--- config.mk ---
export PLATFORM = sky130hd
export DESIGN_NAME = min_turn_monotone_route_dp_flat
export DESIGN_NICKNAME = d
export VERILOG_FILES = /design/src/rtl/mtr_pkg.sv /design/src/rtl/mtr_req_if.sv /design/src/rtl/mtr_rsp_if.sv /design/src/rtl/mtr_front.sv /design/src/rtl/mtr_job_fifo.sv /design/src/rtl/mtr_back.sv /design/src/rtl/min_turn_monotone_route_dp.sv /design/src/flat_wrapper.sv
export SDC_FILE = /design/constraint.sdc
export NUM_CORES = 2
export LEC_CHECK = 0
export CAP_MARGIN = 20
export CORE_MARGIN = 2
export CORE_UTILIZATION = 45
export CTS_CLUSTER_SIZE = 25
export DETAILED_ROUTE_END_ITERATION = 6
export DONT_BUFFER_PORTS = 1
export HOLD_SLACK_MARGIN = 0.06
export PLACE_DENSITY_LB_ADDON = 0.3
export SYNTH_ARGS = -nofsm -noshare
export SYNTH_HDL_FRONTEND = slang
export SYNTH_HIERARCHICAL = 1
export SYNTH_SLANG_ARGS = --single-unit
--- constraint.sdc ---
create_clock -name clock -period 10.35 [get_ports clock]
set_input_delay 1.5525 -clock clock [delete_from_list [all_inputs] [get_ports clock]]
set_output_delay 1.5525 -clock clock [all_outputs]
set_load 0.1 [all_outputs]
--- src/rtl/mtr_pkg.sv ---
package mtr_pkg;

   // field and grid defaults
   localparam int FIELD_W        = 14;
   localparam int COST_W         = 8;
   localparam int OFS_W          = 6;
   localparam int CSR_IDX_W      = 3;
   localparam int DEF_GRID_COLS  = 64;
   localparam int DEF_GRID_ROWS  = 64;
   localparam int DEF_FRAC_BITS  = 8;
   localparam int JOB_FIFO_DEPTH = 4;
   localparam int LIMIT_W        = 2 * FIELD_W;

   localparam logic [COST_W-1:0] UNREACH = 8'd255;

   typedef enum logic [CSR_IDX_W-1:0] {
      CSR_GOAL_X,
      CSR_GOAL_Y,
      CSR_GOAL_RADIUS,
      CSR_HERE_X,
      CSR_HERE_Y,
      CSR_MIN_STEP
   } csr_index_type;

   typedef enum logic [1:0] {
      FOUND_NONE,
      FOUND_GOAL,
      FOUND_VANTAGE
   } found_kind_type;

   // squared distance limits, refreshed from the config registers
   typedef struct packed {
      logic [LIMIT_W-1:0] radius_sq;
      logic [LIMIT_W-1:0] min_step_sq;
   } dist_limits_type;

   typedef struct packed {
      logic [OFS_W-1:0]  cell_col;
      logic [OFS_W-1:0]  cell_row;
      logic [COST_W-1:0] east_cost;
      logic [COST_W-1:0] north_cost;
      logic              east_by_turn;
      logic              north_by_turn;
      logic              plan_done;
      logic [1:0]        found_kind;
      logic [OFS_W-1:0]  target_col;
      logic [OFS_W-1:0]  target_row;
      logic              target_east;
   } rsp_payload_type;

   // add one turn, saturating at unreachable
   function automatic logic [COST_W-1:0] turn_added(input logic [COST_W-1:0] t);
      return (t >= UNREACH - 8'd1) ? UNREACH : t + 8'd1;
   endfunction

endpackage

--- src/rtl/mtr_req_if.sv ---
interface mtr_req_if;
   logic valid;
   logic ready;
   logic drive_east_ok;
   logic drive_north_ok;
   logic quarter_turn_ok;

   modport source (output valid, output drive_east_ok, output drive_north_ok,
                   output quarter_turn_ok, input ready);
   modport sink   (input valid, input drive_east_ok, input drive_north_ok,
                   input quarter_turn_ok, output ready);
endinterface

--- src/rtl/mtr_rsp_if.sv ---
interface mtr_rsp_if import mtr_pkg::*; ();
   logic              valid;
   logic              ready;
   logic [OFS_W-1:0]  cell_col;
   logic [OFS_W-1:0]  cell_row;
   logic [COST_W-1:0] east_cost;
   logic [COST_W-1:0] north_cost;
   logic              east_by_turn;
   logic              north_by_turn;
   logic              plan_done;
   logic [1:0]        found_kind;
   logic [OFS_W-1:0]  target_col;
   logic [OFS_W-1:0]  target_row;
   logic              target_east;

   modport source (output valid, output cell_col, output cell_row, output east_cost,
                   output north_cost, output east_by_turn, output north_by_turn,
                   output plan_done, output found_kind, output target_col,
                   output target_row, output target_east, input ready);
   modport sink   (input valid, input cell_col, input cell_row, input east_cost,
                   input north_cost, input east_by_turn, input north_by_turn,
                   input plan_done, input found_kind, input target_col,
                   input target_row, input target_east, output ready);
endinterface

--- src/rtl/mtr_front.sv ---
module mtr_front import mtr_pkg::*; #(
   parameter int GRID_COLS = DEF_GRID_COLS,
   parameter int GRID_ROWS = DEF_GRID_ROWS,
   parameter int FRAC_BITS = DEF_FRAC_BITS,
   parameter type job_type = logic
) (
   input  logic                 clock,
   input  logic                 reset,
   mtr_req_if.sink              req_chan,
   input  logic                 csr_wr_en,
   input  logic [CSR_IDX_W-1:0] csr_index,
   input  logic [FIELD_W-1:0]   csr_wdata,
   input  logic                 q_full,
   output logic                 push,
   output job_type              push_job,
   output dist_limits_type      limits
);

   localparam int COL_W = $clog2(GRID_COLS);
   localparam int ROW_W = $clog2(GRID_ROWS);
   localparam int CXW   = COL_W + FRAC_BITS;
   localparam int CYW   = ROW_W + FRAC_BITS;
   localparam int CMAX  = (CXW > CYW) ? CXW : CYW;
   localparam int D_W   = (CMAX > FIELD_W) ? CMAX : FIELD_W;
   localparam int MAXW  = (COL_W > ROW_W) ? COL_W : ROW_W;
   localparam int EW    = ((MAXW > FIELD_W) ? MAXW : FIELD_W) + 2;
   localparam int PAD_W = FIELD_W + 1;

   logic [FIELD_W-1:0] goal_x_ff, goal_y_ff, goal_radius_ff;
   logic [FIELD_W-1:0] here_x_ff, here_y_ff, min_step_ff;
   dist_limits_type    limits_ff;

   logic [COL_W-1:0] col_ff, col_in, start_cx_ff, box_w_ff;
   logic [ROW_W-1:0] row_ff, row_in, start_cy_ff, box_h_ff;

   logic [FIELD_W-1:0] gx_raw, gy_raw, hx_raw, hy_raw;
   logic [PAD_W-1:0]   pad_sum, pad;
   logic [COL_W-1:0]   gcx, new_sx, edge_x, new_bw, sx, bw, cx;
   logic [ROW_W-1:0]   gcy, new_sy, edge_y, new_bh, sy, bh, cy;
   logic [EW-1:0]      ex_sum, ey_sum;
   logic               first, empty, last;
   logic [CXW-1:0]     px;
   logic [CYW-1:0]     py;
   logic [D_W-1:0]     gxw, gyw, hxw, hyw, pxw, pyw;

   // config registers
   always_ff @(posedge clock) begin
      if (reset) begin
         goal_x_ff      <= '0;
         goal_y_ff      <= '0;
         goal_radius_ff <= '0;
         here_x_ff      <= '0;
         here_y_ff      <= '0;
         min_step_ff    <= '0;
      end else if (csr_wr_en) begin
         unique case (csr_index_type'(csr_index))
            CSR_GOAL_X:      goal_x_ff      <= csr_wdata;
            CSR_GOAL_Y:      goal_y_ff      <= csr_wdata;
            CSR_GOAL_RADIUS: goal_radius_ff <= csr_wdata;
            CSR_HERE_X:      here_x_ff      <= csr_wdata;
            CSR_HERE_Y:      here_y_ff      <= csr_wdata;
            CSR_MIN_STEP:    min_step_ff    <= csr_wdata;
            default: ;
         endcase
      end
   end

   // square the distance limits once per cycle
   always_ff @(posedge clock) begin
      limits_ff.radius_sq   <= LIMIT_W'(goal_radius_ff) * LIMIT_W'(goal_radius_ff);
      limits_ff.min_step_sq <= LIMIT_W'(min_step_ff) * LIMIT_W'(min_step_ff);
   end
   assign limits = limits_ff;

   // cell geometry
   always_comb begin
      gx_raw = goal_x_ff >> FRAC_BITS;
      gy_raw = goal_y_ff >> FRAC_BITS;
      hx_raw = here_x_ff >> FRAC_BITS;
      hy_raw = here_y_ff >> FRAC_BITS;
      gcx    = (gx_raw > FIELD_W'(GRID_COLS - 1)) ? COL_W'(GRID_COLS - 1) : COL_W'(gx_raw);
      gcy    = (gy_raw > FIELD_W'(GRID_ROWS - 1)) ? ROW_W'(GRID_ROWS - 1) : ROW_W'(gy_raw);
      new_sx = (hx_raw > FIELD_W'(GRID_COLS - 1)) ? COL_W'(GRID_COLS - 1) : COL_W'(hx_raw);
      new_sy = (hy_raw > FIELD_W'(GRID_ROWS - 1)) ? ROW_W'(GRID_ROWS - 1) : ROW_W'(hy_raw);

      // far edge of the goal zone, rounded up and clamped to the grid
      pad_sum = PAD_W'(goal_radius_ff) + PAD_W'((1 << FRAC_BITS) - 1);
      pad     = pad_sum >> FRAC_BITS;
      ex_sum  = EW'(gcx) + EW'(pad);
      ey_sum  = EW'(gcy) + EW'(pad);
      edge_x  = (ex_sum > EW'(GRID_COLS - 1)) ? COL_W'(GRID_COLS - 1) : COL_W'(ex_sum);
      edge_y  = (ey_sum > EW'(GRID_ROWS - 1)) ? ROW_W'(GRID_ROWS - 1) : ROW_W'(ey_sum);
      new_bw  = edge_x - new_sx;
      new_bh  = edge_y - new_sy;

      first = (col_ff == '0) && (row_ff == '0);
      empty = first && ((edge_x < new_sx) || (edge_y < new_sy));
      sx    = first ? new_sx : start_cx_ff;
      sy    = first ? new_sy : start_cy_ff;
      bw    = first ? new_bw : box_w_ff;
      bh    = first ? new_bh : box_h_ff;
      last  = empty || ((col_ff >= bw) && (row_ff >= bh));

      cx  = sx + col_ff;
      cy  = sy + row_ff;
      px  = {cx, 1'b1, {(FRAC_BITS - 1){1'b0}}};
      py  = {cy, 1'b1, {(FRAC_BITS - 1){1'b0}}};
      gxw = D_W'(goal_x_ff);
      gyw = D_W'(goal_y_ff);
      hxw = D_W'(here_x_ff);
      hyw = D_W'(here_y_ff);
      pxw = D_W'(px);
      pyw = D_W'(py);
   end

   // classify the transaction for the back end
   always_comb begin
      push_job.empty   = empty;
      push_job.first   = first;
      push_job.last    = last;
      push_job.in_rect = (cx <= gcx) && (cy <= gcy);
      push_job.e_ok    = req_chan.drive_east_ok;
      push_job.n_ok    = req_chan.drive_north_ok;
      push_job.q_ok    = req_chan.quarter_turn_ok;
      push_job.col     = col_ff;
      push_job.row     = row_ff;
      push_job.dxg     = (gxw > pxw) ? gxw - pxw : pxw - gxw;
      push_job.dyg     = (gyw > pyw) ? gyw - pyw : pyw - gyw;
      push_job.dxh     = (hxw > pxw) ? hxw - pxw : pxw - hxw;
      push_job.dyh     = (hyw > pyw) ? hyw - pyw : pyw - hyw;
   end

   assign req_chan.ready = !q_full;
   assign push           = req_chan.valid && !q_full;

   // advance the scan: rows upward, then the next column
   always_comb begin
      col_in = col_ff;
      row_in = row_ff;
      if (!empty) begin
         if (row_ff >= bh) begin
            row_in = '0;
            col_in = (col_ff >= bw) ? '0 : col_ff + 1'b1;
         end else begin
            row_in = row_ff + 1'b1;
         end
      end
   end

   always_ff @(posedge clock) begin
      if (reset) begin
         col_ff      <= '0;
         row_ff      <= '0;
         start_cx_ff <= '0;
         start_cy_ff <= '0;
         box_w_ff    <= '0;
         box_h_ff    <= '0;
      end else if (push) begin
         col_ff <= col_in;
         row_ff <= row_in;
         if (first) begin
            start_cx_ff <= new_sx;
            start_cy_ff <= new_sy;
            box_w_ff    <= new_bw;
            box_h_ff    <= new_bh;
         end
      end
   end

endmodule

--- src/rtl/mtr_job_fifo.sv ---
module mtr_job_fifo import mtr_pkg::*; #(
   parameter type job_type = logic,
   parameter int  DEPTH    = JOB_FIFO_DEPTH
) (
   input  logic    clock,
   input  logic    reset,
   input  logic    push,
   input  job_type push_job,
   output logic    full,
   input  logic    pop,
   output job_type pop_job,
   output logic    not_empty
);

   localparam int PTR_W = $clog2(DEPTH);

   job_type          slots_ff [DEPTH];
   logic [PTR_W-1:0] wr_ptr_ff, rd_ptr_ff;
   logic [PTR_W:0]   count_ff;

   assign full      = (count_ff == (PTR_W + 1)'(DEPTH));
   assign not_empty = (count_ff != '0);
   assign pop_job   = slots_ff[rd_ptr_ff];

   // store the transaction
   always_ff @(posedge clock) begin
      if (push) slots_ff[wr_ptr_ff] <= push_job;
   end

   // move pointers and fill count
   always_ff @(posedge clock) begin
      if (reset) begin
         wr_ptr_ff <= '0;
         rd_ptr_ff <= '0;
         count_ff  <= '0;
      end else begin
         if (push) begin
            wr_ptr_ff <= (wr_ptr_ff == PTR_W'(DEPTH - 1)) ? '0 : wr_ptr_ff + 1'b1;
         end
         if (pop) begin
            rd_ptr_ff <= (rd_ptr_ff == PTR_W'(DEPTH - 1)) ? '0 : rd_ptr_ff + 1'b1;
         end
         if (push && !pop) count_ff <= count_ff + 1'b1;
         else if (pop && !push) count_ff <= count_ff - 1'b1;
      end
   end

endmodule

--- src/rtl/mtr_back.sv ---
module mtr_back import mtr_pkg::*; #(
   parameter int GRID_COLS = DEF_GRID_COLS,
   parameter int GRID_ROWS = DEF_GRID_ROWS,
   parameter int FRAC_BITS = DEF_FRAC_BITS,
   parameter type job_type = logic
) (
   input  logic            clock,
   input  logic            reset,
   input  logic            q_not_empty,
   input  job_type         head_job,
   output logic            pop,
   input  dist_limits_type limits,
   mtr_rsp_if.source       rsp_chan
);

   localparam int COL_W   = $clog2(GRID_COLS);
   localparam int ROW_W   = $clog2(GRID_ROWS);
   localparam int CXW     = COL_W + FRAC_BITS;
   localparam int CYW     = ROW_W + FRAC_BITS;
   localparam int CMAX    = (CXW > CYW) ? CXW : CYW;
   localparam int D_W     = (CMAX > FIELD_W) ? CMAX : FIELD_W;
   localparam int DIST_W  = 2 * D_W + 1;
   localparam int ENTRY_W = 2 * COST_W + 1;

   typedef struct packed {
      job_type           job;
      logic [DIST_W-1:0] dgoal;
      logic [DIST_W-1:0] dhere;
   } stage_type;

   typedef struct packed {
      logic              valid;
      logic [COL_W-1:0]  col;
      logic [ROW_W-1:0]  row;
      logic              east;
      logic [COST_W-1:0] turns;
      logic [DIST_W-1:0] dist2;
   } pick_type;

   // column store: east cost, north cost, turn bit of the previous column
   logic [ENTRY_W-1:0] col_mem [GRID_ROWS];
   logic [ENTRY_W-1:0] rd_ff;
   logic               fwd_ff, fwd_in;

   logic              s0_valid_ff, out_valid_ff;
   stage_type         s0_ff, stage_in;
   logic [COST_W-1:0] below_east_ff, below_north_ff;
   logic              below_turn_ff;
   pick_type          goal_ff, vant_ff, goal_in, vant_in, base_goal, base_vant, cand;
   rsp_payload_type   out_ff, out_in;

   logic              out_adv, s0_fire, s0_take;
   logic [COST_W-1:0] col_e, col_n, east, north, straight, turning, turns;
   logic              col_t, east_turn, north_turn, reach, in_zone, far_enough;

   // handshake of the two back stages
   assign out_adv = !out_valid_ff || rsp_chan.ready;
   assign s0_fire = s0_valid_ff && out_adv;
   assign s0_take = !s0_valid_ff || out_adv;
   assign pop     = q_not_empty && s0_take;

   // squared distances for the popped cell
   always_comb begin
      stage_in.job   = head_job;
      stage_in.dgoal = DIST_W'(head_job.dxg) * DIST_W'(head_job.dxg)
                     + DIST_W'(head_job.dyg) * DIST_W'(head_job.dyg);
      stage_in.dhere = DIST_W'(head_job.dxh) * DIST_W'(head_job.dxh)
                     + DIST_W'(head_job.dyh) * DIST_W'(head_job.dyh);
      // a same-row write lands at this edge: take it from the below registers
      fwd_in = s0_fire && !s0_ff.job.empty && (s0_ff.job.row == head_job.row);
   end

   // turn cost recurrence and target selection
   always_comb begin
      col_e      = fwd_ff ? below_east_ff  : rd_ff[ENTRY_W-1 -: COST_W];
      col_n      = fwd_ff ? below_north_ff : rd_ff[COST_W:1];
      col_t      = fwd_ff ? below_turn_ff  : rd_ff[0];
      east       = UNREACH;
      north      = UNREACH;
      east_turn  = 1'b0;
      north_turn = 1'b0;
      straight   = UNREACH;
      turning    = UNREACH;

      if (s0_ff.job.empty) begin
         east = UNREACH;
      end else if (s0_ff.job.first) begin
         if (s0_ff.job.q_ok) begin
            east  = '0;
            north = '0;
         end
      end else begin
         if ((s0_ff.job.col != '0) && s0_ff.job.e_ok) begin
            straight  = col_e;
            turning   = col_t ? turn_added(col_n) : UNREACH;
            east_turn = turning < straight;
            east      = east_turn ? turning : straight;
         end
         if ((s0_ff.job.row != '0) && s0_ff.job.n_ok) begin
            north_turn = below_turn_ff && (turn_added(below_east_ff) < below_north_ff);
            north      = north_turn ? turn_added(below_east_ff) : below_north_ff;
         end
      end

      turns      = (east <= north) ? east : north;
      reach      = (turns != UNREACH);
      in_zone    = s0_ff.dgoal <= DIST_W'(limits.radius_sq);
      far_enough = s0_ff.dhere >= DIST_W'(limits.min_step_sq);

      base_goal = s0_ff.job.first ? '0 : goal_ff;
      base_vant = s0_ff.job.first ? '0 : vant_ff;

      cand.valid = 1'b1;
      cand.col   = s0_ff.job.col;
      cand.row   = s0_ff.job.row;
      cand.east  = (east <= north);
      cand.turns = turns;
      cand.dist2 = s0_ff.dgoal;

      goal_in = base_goal;
      vant_in = base_vant;
      if (reach && in_zone) begin
         if (!base_goal.valid || (turns < base_goal.turns)) goal_in = cand;
      end else if (reach && s0_ff.job.in_rect && s0_ff.job.q_ok && far_enough) begin
         if (!base_vant.valid || (s0_ff.dgoal < base_vant.dist2) ||
             ((s0_ff.dgoal == base_vant.dist2) && (turns < base_vant.turns))) begin
            vant_in = cand;
         end
      end

      out_in               = '0;
      out_in.cell_col      = OFS_W'(s0_ff.job.col);
      out_in.cell_row      = OFS_W'(s0_ff.job.row);
      out_in.east_cost     = east;
      out_in.north_cost    = north;
      out_in.east_by_turn  = east_turn;
      out_in.north_by_turn = north_turn;
      out_in.plan_done     = s0_ff.job.last;
      out_in.found_kind    = FOUND_NONE;
      if (s0_ff.job.last) begin
         if (goal_in.valid) begin
            out_in.found_kind  = FOUND_GOAL;
            out_in.target_col  = OFS_W'(goal_in.col);
            out_in.target_row  = OFS_W'(goal_in.row);
            out_in.target_east = goal_in.east;
         end else if (vant_in.valid) begin
            out_in.found_kind  = FOUND_VANTAGE;
            out_in.target_col  = OFS_W'(vant_in.col);
            out_in.target_row  = OFS_W'(vant_in.row);
            out_in.target_east = vant_in.east;
         end
      end
   end

   // column store write and registered read
   always_ff @(posedge clock) begin
      if (s0_fire && !s0_ff.job.empty) begin
         col_mem[s0_ff.job.row] <= {east, north, s0_ff.job.q_ok};
      end
   end

   always_ff @(posedge clock) begin
      if (pop) rd_ff <= col_mem[head_job.row];
   end

   // control state
   always_ff @(posedge clock) begin
      if (reset) begin
         s0_valid_ff    <= 1'b0;
         out_valid_ff   <= 1'b0;
         fwd_ff         <= 1'b0;
         goal_ff        <= '0;
         vant_ff        <= '0;
         below_east_ff  <= UNREACH;
         below_north_ff <= UNREACH;
         below_turn_ff  <= 1'b0;
      end else begin
         if (s0_take) s0_valid_ff <= q_not_empty;
         if (out_adv) out_valid_ff <= s0_valid_ff;
         if (pop) fwd_ff <= fwd_in;
         if (s0_fire) begin
            goal_ff <= goal_in;
            vant_ff <= vant_in;
            if (!s0_ff.job.empty) begin
               below_east_ff  <= east;
               below_north_ff <= north;
               below_turn_ff  <= s0_ff.job.q_ok;
            end
         end
      end
   end

   // payload stages
   always_ff @(posedge clock) begin
      if (pop) s0_ff <= stage_in;
      if (s0_fire) out_ff <= out_in;
   end

   assign rsp_chan.valid         = out_valid_ff;
   assign rsp_chan.cell_col      = out_ff.cell_col;
   assign rsp_chan.cell_row      = out_ff.cell_row;
   assign rsp_chan.east_cost     = out_ff.east_cost;
   assign rsp_chan.north_cost    = out_ff.north_cost;
   assign rsp_chan.east_by_turn  = out_ff.east_by_turn;
   assign rsp_chan.north_by_turn = out_ff.north_by_turn;
   assign rsp_chan.plan_done     = out_ff.plan_done;
   assign rsp_chan.found_kind    = out_ff.found_kind;
   assign rsp_chan.target_col    = out_ff.target_col;
   assign rsp_chan.target_row    = out_ff.target_row;
   assign rsp_chan.target_east   = out_ff.target_east;

endmodule

--- src/rtl/min_turn_monotone_route_dp.sv ---
// Path: an accepted cell passes the job queue, the column store read, and the turn cost
// and target update before its result shows.
// Throughput: one cell per cycle while the result side is ready, set by the cost recurrence
// through the below-cell registers and the registered column store read.
// Reset: synchronous, clears scan indices, held targets, queue and config;
// the column store is not cleared and is always written before a value read from it is used.
module min_turn_monotone_route_dp import mtr_pkg::*; #(
   parameter int GRID_COLS = DEF_GRID_COLS,
   parameter int GRID_ROWS = DEF_GRID_ROWS,
   parameter int FRAC_BITS = DEF_FRAC_BITS
) (
   input  logic                 clock,
   input  logic                 reset,
   mtr_req_if.sink              req_chan,
   mtr_rsp_if.source            rsp_chan,
   input  logic                 csr_wr_en,
   input  logic [CSR_IDX_W-1:0] csr_index,
   input  logic [FIELD_W-1:0]   csr_wdata
);

   localparam int COL_W = $clog2(GRID_COLS);
   localparam int ROW_W = $clog2(GRID_ROWS);
   localparam int CXW   = COL_W + FRAC_BITS;
   localparam int CYW   = ROW_W + FRAC_BITS;
   localparam int CMAX  = (CXW > CYW) ? CXW : CYW;
   localparam int D_W   = (CMAX > FIELD_W) ? CMAX : FIELD_W;

   // one classified cell between the front and back ends
   typedef struct packed {
      logic             empty;
      logic             first;
      logic             last;
      logic             in_rect;
      logic             e_ok;
      logic             n_ok;
      logic             q_ok;
      logic [COL_W-1:0] col;
      logic [ROW_W-1:0] row;
      logic [D_W-1:0]   dxg;
      logic [D_W-1:0]   dyg;
      logic [D_W-1:0]   dxh;
      logic [D_W-1:0]   dyh;
   } job_type;

   logic            push, q_full, pop, q_not_empty;
   job_type         push_job, head_job;
   dist_limits_type limits;

   mtr_front #(
      .GRID_COLS(GRID_COLS), .GRID_ROWS(GRID_ROWS), .FRAC_BITS(FRAC_BITS),
      .job_type(job_type)
   ) u_front (
      .clock(clock), .reset(reset), .req_chan(req_chan),
      .csr_wr_en(csr_wr_en), .csr_index(csr_index), .csr_wdata(csr_wdata),
      .q_full(q_full), .push(push), .push_job(push_job), .limits(limits)
   );

   mtr_job_fifo #(
      .job_type(job_type), .DEPTH(JOB_FIFO_DEPTH)
   ) u_fifo (
      .clock(clock), .reset(reset), .push(push), .push_job(push_job), .full(q_full),
      .pop(pop), .pop_job(head_job), .not_empty(q_not_empty)
   );

   mtr_back #(
      .GRID_COLS(GRID_COLS), .GRID_ROWS(GRID_ROWS), .FRAC_BITS(FRAC_BITS),
      .job_type(job_type)
   ) u_back (
      .clock(clock), .reset(reset), .q_not_empty(q_not_empty), .head_job(head_job),
      .pop(pop), .limits(limits), .rsp_chan(rsp_chan)
   );

   // an accepted cell sits in the queue on the next cycle
   a_accept_queued: assert property (@(posedge clock) disable iff (reset)
      (req_chan.valid && req_chan.ready) |=> q_not_empty)
      else $error("accepted transaction missing from job queue");

   // a turned arrival always has a finite cost
   a_turn_reachable: assert property (@(posedge clock) disable iff (reset)
      rsp_chan.valid |-> ((!rsp_chan.east_by_turn || (rsp_chan.east_cost != UNREACH)) &&
                          (!rsp_chan.north_by_turn || (rsp_chan.north_cost != UNREACH))))
      else $error("turn flag set on unreachable cost");

   // target fields stay zero unless a target is reported
   a_target_quiet: assert property (@(posedge clock) disable iff (reset)
      (rsp_chan.valid && (!rsp_chan.plan_done || (rsp_chan.found_kind == FOUND_NONE)))
      |-> ((rsp_chan.target_col == '0) && (rsp_chan.target_row == '0) &&
           !rsp_chan.target_east))
      else $error("target fields set without a reported target");

endmodule

--- src/flat_wrapper.sv ---
// flat-port wrapper written by rule: the top's interface ports become plain ports
module min_turn_monotone_route_dp_flat import mtr_pkg::*;
#(
   parameter int GRID_COLS = DEF_GRID_COLS,
   parameter int GRID_ROWS = DEF_GRID_ROWS,
   parameter int FRAC_BITS = DEF_FRAC_BITS
)
  (clock, reset, csr_wr_en, csr_index, csr_wdata, req_chan_valid, req_chan_drive_east_ok, req_chan_drive_north_ok, req_chan_quarter_turn_ok, req_chan_ready, rsp_chan_valid, rsp_chan_cell_col, rsp_chan_cell_row, rsp_chan_east_cost, rsp_chan_north_cost, rsp_chan_east_by_turn, rsp_chan_north_by_turn, rsp_chan_plan_done, rsp_chan_found_kind, rsp_chan_target_col, rsp_chan_target_row, rsp_chan_target_east, rsp_chan_ready);
  mtr_req_if req_chan_i ();
  mtr_rsp_if rsp_chan_i ();
  input  logic clock;
  input  logic reset;
  input  logic csr_wr_en;
  input  logic [CSR_IDX_W-1:0] csr_index;
  input  logic [FIELD_W-1:0] csr_wdata;
  input wire logic [$bits(req_chan_i.valid)-1:0] req_chan_valid;
  input wire logic [$bits(req_chan_i.drive_east_ok)-1:0] req_chan_drive_east_ok;
  input wire logic [$bits(req_chan_i.drive_north_ok)-1:0] req_chan_drive_north_ok;
  input wire logic [$bits(req_chan_i.quarter_turn_ok)-1:0] req_chan_quarter_turn_ok;
  output wire logic [$bits(req_chan_i.ready)-1:0] req_chan_ready;
  output wire logic [$bits(rsp_chan_i.valid)-1:0] rsp_chan_valid;
  output wire logic [$bits(rsp_chan_i.cell_col)-1:0] rsp_chan_cell_col;
  output wire logic [$bits(rsp_chan_i.cell_row)-1:0] rsp_chan_cell_row;
  output wire logic [$bits(rsp_chan_i.east_cost)-1:0] rsp_chan_east_cost;
  output wire logic [$bits(rsp_chan_i.north_cost)-1:0] rsp_chan_north_cost;
  output wire logic [$bits(rsp_chan_i.east_by_turn)-1:0] rsp_chan_east_by_turn;
  output wire logic [$bits(rsp_chan_i.north_by_turn)-1:0] rsp_chan_north_by_turn;
  output wire logic [$bits(rsp_chan_i.plan_done)-1:0] rsp_chan_plan_done;
  output wire logic [$bits(rsp_chan_i.found_kind)-1:0] rsp_chan_found_kind;
  output wire logic [$bits(rsp_chan_i.target_col)-1:0] rsp_chan_target_col;
  output wire logic [$bits(rsp_chan_i.target_row)-1:0] rsp_chan_target_row;
  output wire logic [$bits(rsp_chan_i.target_east)-1:0] rsp_chan_target_east;
  input wire logic [$bits(rsp_chan_i.ready)-1:0] rsp_chan_ready;
  assign req_chan_i.valid = req_chan_valid;
  assign req_chan_i.drive_east_ok = req_chan_drive_east_ok;
  assign req_chan_i.drive_north_ok = req_chan_drive_north_ok;
  assign req_chan_i.quarter_turn_ok = req_chan_quarter_turn_ok;
  assign req_chan_ready = req_chan_i.ready;
  assign rsp_chan_valid = rsp_chan_i.valid;
  assign rsp_chan_cell_col = rsp_chan_i.cell_col;
  assign rsp_chan_cell_row = rsp_chan_i.cell_row;
  assign rsp_chan_east_cost = rsp_chan_i.east_cost;
  assign rsp_chan_north_cost = rsp_chan_i.north_cost;
  assign rsp_chan_east_by_turn = rsp_chan_i.east_by_turn;
  assign rsp_chan_north_by_turn = rsp_chan_i.north_by_turn;
  assign rsp_chan_plan_done = rsp_chan_i.plan_done;
  assign rsp_chan_found_kind = rsp_chan_i.found_kind;
  assign rsp_chan_target_col = rsp_chan_i.target_col;
  assign rsp_chan_target_row = rsp_chan_i.target_row;
  assign rsp_chan_target_east = rsp_chan_i.target_east;
  assign rsp_chan_i.ready = rsp_chan_ready;
  min_turn_monotone_route_dp #(.GRID_COLS(GRID_COLS), .GRID_ROWS(GRID_ROWS), .FRAC_BITS(FRAC_BITS)) u_core (.clock(clock), .reset(reset), .req_chan(req_chan_i), .rsp_chan(rsp_chan_i), .csr_wr_en(csr_wr_en), .csr_index(csr_index), .csr_wdata(csr_wdata));
endmodule
Word level (Yosys, flattened, before mapping)
Memories as Yosys holds them, arrays and structs flattened. A register that Yosys moved wholly into a read port is not among the register bits.
Cells that the tools add are included.
- flip-flop bits (word level): 428
- bits in writable memories: 1388
- input port bits: 25
- output and inout bits: 48
- logic and storage cells: 237
- memories: 2
- add/sub/neg operators: 25
- $mul: 6
- order comparisons: 26
- equality and inequality tests: 11
- multiplexer cells: 51
- bitwise operators: 5
- reductions and logical operators: 53
- memories (memory ; words ; bits a word ; rd ports ; clocked after memory_dff ; write ports ; RTL line ; text):
    u_core.u_back.col_mem ; 64 ; 17 ; 1 ; 1 ; 1 ; mtr_back.sv:41 ; logic [ENTRY_W-1:0] col_mem [GRID_ROWS];
    u_core.u_fifo.slots_ff ; 4 ; 75 ; 1 ; 1 ; 1 ; mtr_job_fifo.sv:17 ; job_type slots_ff [DEPTH];
- operator list (kind ; count):
    $mux W51 ; 7
    $mul A14 B14 Y28 ; 6
    $mux W8 ; 15
    $sub A14 B14 Y14 ; 8
    $mux W6 ; 12
    $mux W14 ; 5
    $add A28 B28 Y29 ; 2
    $gt A14 B14 Y1 ; 4
    $lt A8 B8 Y1 ; 4
    $eq A29 B29 Y1 ; 1
    $ge A29 B28 Y1 ; 1
    $le A29 B28 Y1 ; 1
    $lt A29 B29 Y1 ; 1
    $gt A6 B6 Y1 const B ; 4
    $logic_and A1 B1 Y1 ; 19
    $add A6 B7 Y8 ; 2
    $add A8 B1 Y8 const B ; 2
    $ge A8 B8 Y1 const B ; 2
    $gt A8 B6 Y1 const B ; 2
    $reduce_and A2 Y1 ; 8
    $add A14 B8 Y15 const B ; 1
    $mux W15 ; 1
    $add A6 B1 Y6 const B ; 2
    $add A6 B6 Y6 ; 2
    28 further kinds ; 65

Longest topological paths before layout
- word-level depth: 19
- depth in mapped cells: 41
- depth with buffers taken out: 35

Hierarchy
The synthesis kept the hierarchy.
- by module, submodules not included (module ; times used ; cells each ; area an instance (um^2) ; seq. area each (um^2)):
    mtr_back ; 1 ; 5158 ; 75801.4 ; 38737.2
    mtr_front ; 1 ; 2550 ; 21637.0 ; 3483.3
    mtr_job_fifo ; 1 ; 435 ; 11259.5 ; 9188.8

Least setup slack after synthesis
Ideal clock, no wire load.
- path type: input port to flip-flop
- start point: input port rsp_chan_ready
- end point: register u_core.u_fifo.count_ff[2]
- library setup time: 70 ps
- arrival time: 10386 ps
- required time: 10280 ps
- path slack: -106 ps
- stages: 9
- buffers on the path: 0
- cells stage by stage: nor2b_1 -> a21boi_0 -> inv_1 -> ha_1 -> inv_1 -> fa_1 -> xor2_1 -> or3_1 -> a21oi_1
- word-level cells in the longest chain between the ends: 6
- elaborated cells between the ends (all ways): 8
- those cells by class: mux (1); reduce/logical (7)
- ends and longest elaborated chain (what ; RTL line ; text):
    start: declaration ; flat_wrapper.sv:33 ; input wire logic [$bits(rsp_chan_i.ready)-1:0] rsp_chan_ready;
    $logic_or A1 B1 Y1 * ; mtr_back.sv:57 ; assign out_adv = !out_valid_ff || rsp_chan.ready;
    $logic_or A1 B1 Y1 * ; mtr_back.sv:59 ; assign s0_take = !s0_valid_ff || out_adv;
    $logic_and A1 B1 Y1 * ; mtr_back.sv:60 ; assign pop = q_not_empty && s0_take;
    named net u_core.pop ; min_turn_monotone_route_dp.sv:45 ; logic push, q_full, pop, q_not_empty;
    $logic_not A1 Y1 ; mtr_job_fifo.sv:43 ; if (push && !pop) count_ff <= count_ff + 1'b1;
    $logic_and A1 B1 Y1 ; mtr_job_fifo.sv:43 ;
    $mux W3 or $reduce_bool A2 Y1 (tied branches) ; n/a ;
    end signal: assignment ; mtr_job_fifo.sv:43 ;
    end signal: assignment ; mtr_job_fifo.sv:44 ; else if (pop && !push) count_ff <= count_ff - 1'b1;
    end: declaration ; mtr_job_fifo.sv:19 ; logic [PTR_W:0] count_ff;
The timed path passes the listed nets; every way through them passes the cells marked *.
A chain may end at the register's enable or synchronous reset.

Worst setup path in the final report
- start point: register u_core.u_back.fwd_ff
- end point: register u_core/u_back/vant_ff[25] (netlist bit)
- word-level cells in the longest chain between the ends: 17
- elaborated cells between the ends (all ways): 25
- those cells by class: add/sub (1); order compare (4); eq/ne (1); mux (13); reduce/logical (6)
- ends and longest elaborated chain (what ; RTL line ; text):
    start: declaration ; mtr_back.sv:43 ; logic fwd_ff, fwd_in;
    start signal: assignment ; mtr_back.sv:180 ; if (pop) fwd_ff <= fwd_in;
    $mux W8 ; mtr_back.sv:76 ; col_n = fwd_ff ? below_north_ff : rd_ff[COST_W:1];
    $add A8 B1 Y8 or $ge A8 B8 Y1 (tied branches) ; mtr_pkg.sv:53 ; return (t >= UNREACH - 8'd1) ? UNREACH : t + 8'd1;
    $mux W8 ; mtr_pkg.sv:53 ;
    $mux W8 ; mtr_back.sv:95 ; turning = col_t ? turn_added(col_n) : UNREACH;
    $lt A8 B8 Y1 ; mtr_back.sv:96 ; east_turn = turning < straight;
    $mux W8 * ; mtr_back.sv:97 ; east = east_turn ? turning : straight;
    $mux W8 * ; mtr_back.sv:93 ; if ((s0_ff.job.col != '0) && s0_ff.job.e_ok) begin
    $mux W8 * ; mtr_back.sv:87 ; end else if (s0_ff.job.first) begin
    [1 not listed] ; n/a ;
    named net u_core.u_back.east[6] ; mtr_back.sv:53 ; logic [COST_W-1:0] col_e, col_n, east, north, straight, turning, turns;
    $le A8 B8 Y1 ; mtr_back.sv:105 ; turns = (east <= north) ? east : north;
    $mux W8 * ; mtr_back.sv:105 ;
    $lt A8 B8 Y1 or $ne A8 B8 Y1 (tied branches) ; mtr_back.sv:126, mtr_back.sv:106 ;
    $logic_and A1 B1 Y1 (on tied branches) ; mtr_back.sv:126, mtr_back.sv:124 ;
    $logic_or A1 B1 Y1 or $logic_and A1 B1 Y1 (tied branches) ; mtr_back.sv:125, mtr_back.sv:124 ;
    $mux W51 or $logic_and A1 B1 Y1 (tied branches) ; mtr_back.sv:125, mtr_back.sv:124 ;
    $mux W51 ; mtr_back.sv:124 ; end else if (reach && s0_ff.job.in_rect && s0_ff.job.q_ok && far_enough) begin
    $mux W51 * ; mtr_back.sv:122 ; if (reach && in_zone) begin
    end signal: assignment ; mtr_back.sv:183 ; vant_ff <= vant_in;
    end: declaration ; mtr_back.sv:49 ; pick_type goal_ff, vant_ff, goal_in, vant_in, base_goal, base_vant, cand;
Marks and branches as above.

==> metrics.txt <==
Seq/Total Area, Yosys between 40% and 50%; flops & latches, synth 1,804; top_reg_cell synth edfxtp_1; die area around 250,000 um2; Root Driver clkbuf_16; synth-to-layout area growth 9.40%; fin nets around 9,700; WP data required between 10 and 15 ns; Bufs and invs on worst path 5; I/O pins 73; detailed-route via count 64,100; pins over their slew limit 0; CP Capture Type flip-flop; MaxCap Viol Count 0; Async SR Flop Fraction 0%; Clock Latency Late Sink roughly 0.90 ns; GRT overflow 0; core box area around 240,000 um2; Final Wtd Congestion just under 0.9; FMAX between 0.1 and 0.15 GHz; CTS tree done; largest area contributor in the netlist edfxtp_1; drt total wl between 200,000 and 300,000 um; Slew headroom 21.0%; CTS sink cnt between 1,500 and 2,000; first-pass GRT wire length between 400,000 and 500,000 um; wire per inst 23.1 um; Fin Clk Skew 0.112 ns; Area contributors post-synth edfxtp_1 42%, fa_1 15%, mux4_2 9.0%, ha_1 7.9%, dfxtp_1 5.1%; Post-CTS Hold Buffers 0; Critical Path Start Type flip-flop; top cell type's share of synthesized area 42.2%; Vias/cell 5.58; DR pass1 iterations 5; Synth Warn # 6; starting density of the core between 40% and 50%; Die X roughly 500 um; H-tree depth 4; Post-synth EDFFs between 1,500 and 2,000; crit path time final roughly 9.0 ns; Mapped Area around 110,000 um2; cts repair resizes 0; max incr delay on CP around 0.86 ns; PortBufs 0; Fin. Hold Viols 0; clk slew on worst S/H paths roughly 0.060 ns; CP delay by family, top compound AO/OA/AOI/OAI gates; share of cells above drive strength 1 11.2%; initial antenna violation count 13; CP Class reg -> reg; Final period util slightly below 90%; dpl hpwl about 190,000 um; setup repair bufs after CTS 0; Inserted Clock Buffers 186; chip height about 500 um; Finish-stage setup viols 0; unique cell type count in the Yosys netlist between 90 and 100; RSZ-0062 raised after global routing no; Crit Path Max Fanout between 60 and 70; setup TNS 0 ns; row cnt 180; hold crit path type reg -> reg; Initial DRC Count 5,711; Worst-Margin Slew around 1.2 ns; Routed Antenna Nets 0; synth cell count leaders 1,528 x edfxtp_1, 1,291 x inv_1, 832 x fa_1; Tot GR Track Use between 20% and 30%; Synth Instances ~8,000; CTS Buffer Depth 3; largest net degree at the start of global routing approximately 150; DRC viols 0; Worst path slowest cell o21ai_0; FF-to-FF setup slack approximately 1.3 ns; vias in the first global route between 60,000 and 70,000; most common cell in the synthesized netlist edfxtp_1; post-synthesis average cell area approximately 13 um2; status complete, no violations; Critical Path AT 9.77 ns
[stage by stage]
step	setup WS, ns	area [um2]	instances	hold WS (ns)	util [%]
after floorplan	0.0441	109000	8144	0.329	-
after global placement	1.35	112000	11100	0.442	46.8
after detailed placement	1.41	112000	11100	0.451	46.8
after CTS	1.43	119000	11500	0.460	49.5
after global routing	0.526	119000	11500	0.491	49.5
final	1.30	119000	11500	0.464	49.5
[final cells by class]
type	instances	area (um2)
antenna	4	10.0
clock buffer	236	5000
clock inverter	113	1360
fill	20300	121000
inverter	1292	4850
multi-input combinational	4724	51100
sequential	1804	51400
tap	3185	3990
timing repair buffer	138	1140
[path summary, 6_finish.rpt]
check / startpoint / to / depth (start not counted)
worst max-delay path: u_core/u_back/fwd_ff$_SDFFE_PP0P_ / u_core/u_back/vant_ff[25]$_SDFFE_PP0P_ / 33
worst min-delay path: u_core/u_front/box_w_ff[0]$_SDFFE_PP0P_ / u_core/u_front/box_w_ff[0]$_SDFFE_PP0P_ / 2
worst max register to register: u_core/u_back/fwd_ff$_SDFFE_PP0P_ / u_core/u_back/vant_ff[25]$_SDFFE_PP0P_ / 33
worst min register to register: u_core/u_front/box_w_ff[0]$_SDFFE_PP0P_ / u_core/u_front/box_w_ff[0]$_SDFFE_PP0P_ / 2
[layer usage]
| layer | track usage, % | vias to the layer above | wire (um) |
|---|---|---|---|
| met5 | 0 | - | 21 |
| met2 | 34.8 | 2155 | 124000 |
| met4 | 6.10 | 4 | 6990 |
| li1 | - | 28300 | - |
| met1 | 31.2 | 33300 | 114000 |
| met3 | 4.03 | 362 | 19800 |
[logic make-up (layout without fill, tap and decap cells)]
| family | Yosys count | in the layout | synth area share [%] |
|---|---|---|---|
| adder cells (fa/ha/maj) | 1521 | 1521 | 23.3 |
| other | 1 | 6 | 0.00345 |
| flip-flops | 1804 | 1804 | 47.3 |
| XOR/XNOR | 209 | 209 | 1.68 |
| buffers and inverters | 1616 | 1779 | 5.75 |
| AO/OA/AOI/OAI | 868 | 868 | 5.25 |
| AND/OR/NAND/NOR | 1622 | 1622 | 7.15 |
| multiplexers | 502 | 502 | 9.62 |
[sequential cells by signal (all words and copies together), names as in the netlist, 8 cells and up, named ones only]
signal	count
u_core/u_front/here_x_ff	14
u_core/u_front/goal_radius_ff	14
u_core/u_back/cand	41
u_core/u_front/goal_x_ff	14
u_core/u_back/below_east_ff	8
u_core/u_back/vant_ff	51
u_core/u_front/min_step_ff	14
u_core/u_front/limits	54
u_core/u_back/below_north_ff	8
u_core/u_back/s0_ff	35
u_core/u_back/col_mem	1088
u_core/u_front/here_y_ff	14
u_core/u_fifo/slots_ff	300
u_core/u_back/rd_ff	17
u_core/u_front/goal_y_ff	14
u_core/u_back/goal_ff	22
u_core/u_back/rsp_chan.north_cost	8
u_core/u_back/rsp_chan.east_cost	8
[worst register-to-register path, delay by kind of cell, from the launching register on]
| kind | cells | cell delay (ns) |
|---|---|---|
| compound gates | 14 | 3.95 |
| simple gates | 10 | 2.04 |
| fa+ha+maj | 4 | 1.18 |
| buf+inv | 5 | 1.17 |
| flops | 1 | 0.54 |
[cell usage in the layout (no fill, tap or decap), drive strengths merged, types with 15 or more instances in the layout]
cell	count
a22o	22
a32o	40
nor2	299
o21a	35
bufinv	17
ha	689
or3	18
o211ai	25
xor2	68
xnor2	141
fa	832
mux2	15
a21o	80
o21ai	135
nor4	18
buf	138
o31ai	15
and2	293
a31oi	18
and3	41
clkbuf	236
o21bai	27
inv	1298
clkinv	78
a211oi	23
mux4	432
a21oi	312
nor3	50
nand4	38
edfxtp	1528
nand2b	32
nor2b	70
mux2i	55
nand2	640
a2111oi	15
dfxtp	276
nand3	73
Power is not shown: default switching activity piles up to over one toggle a cycle in this logic, so the estimate is an artifact.
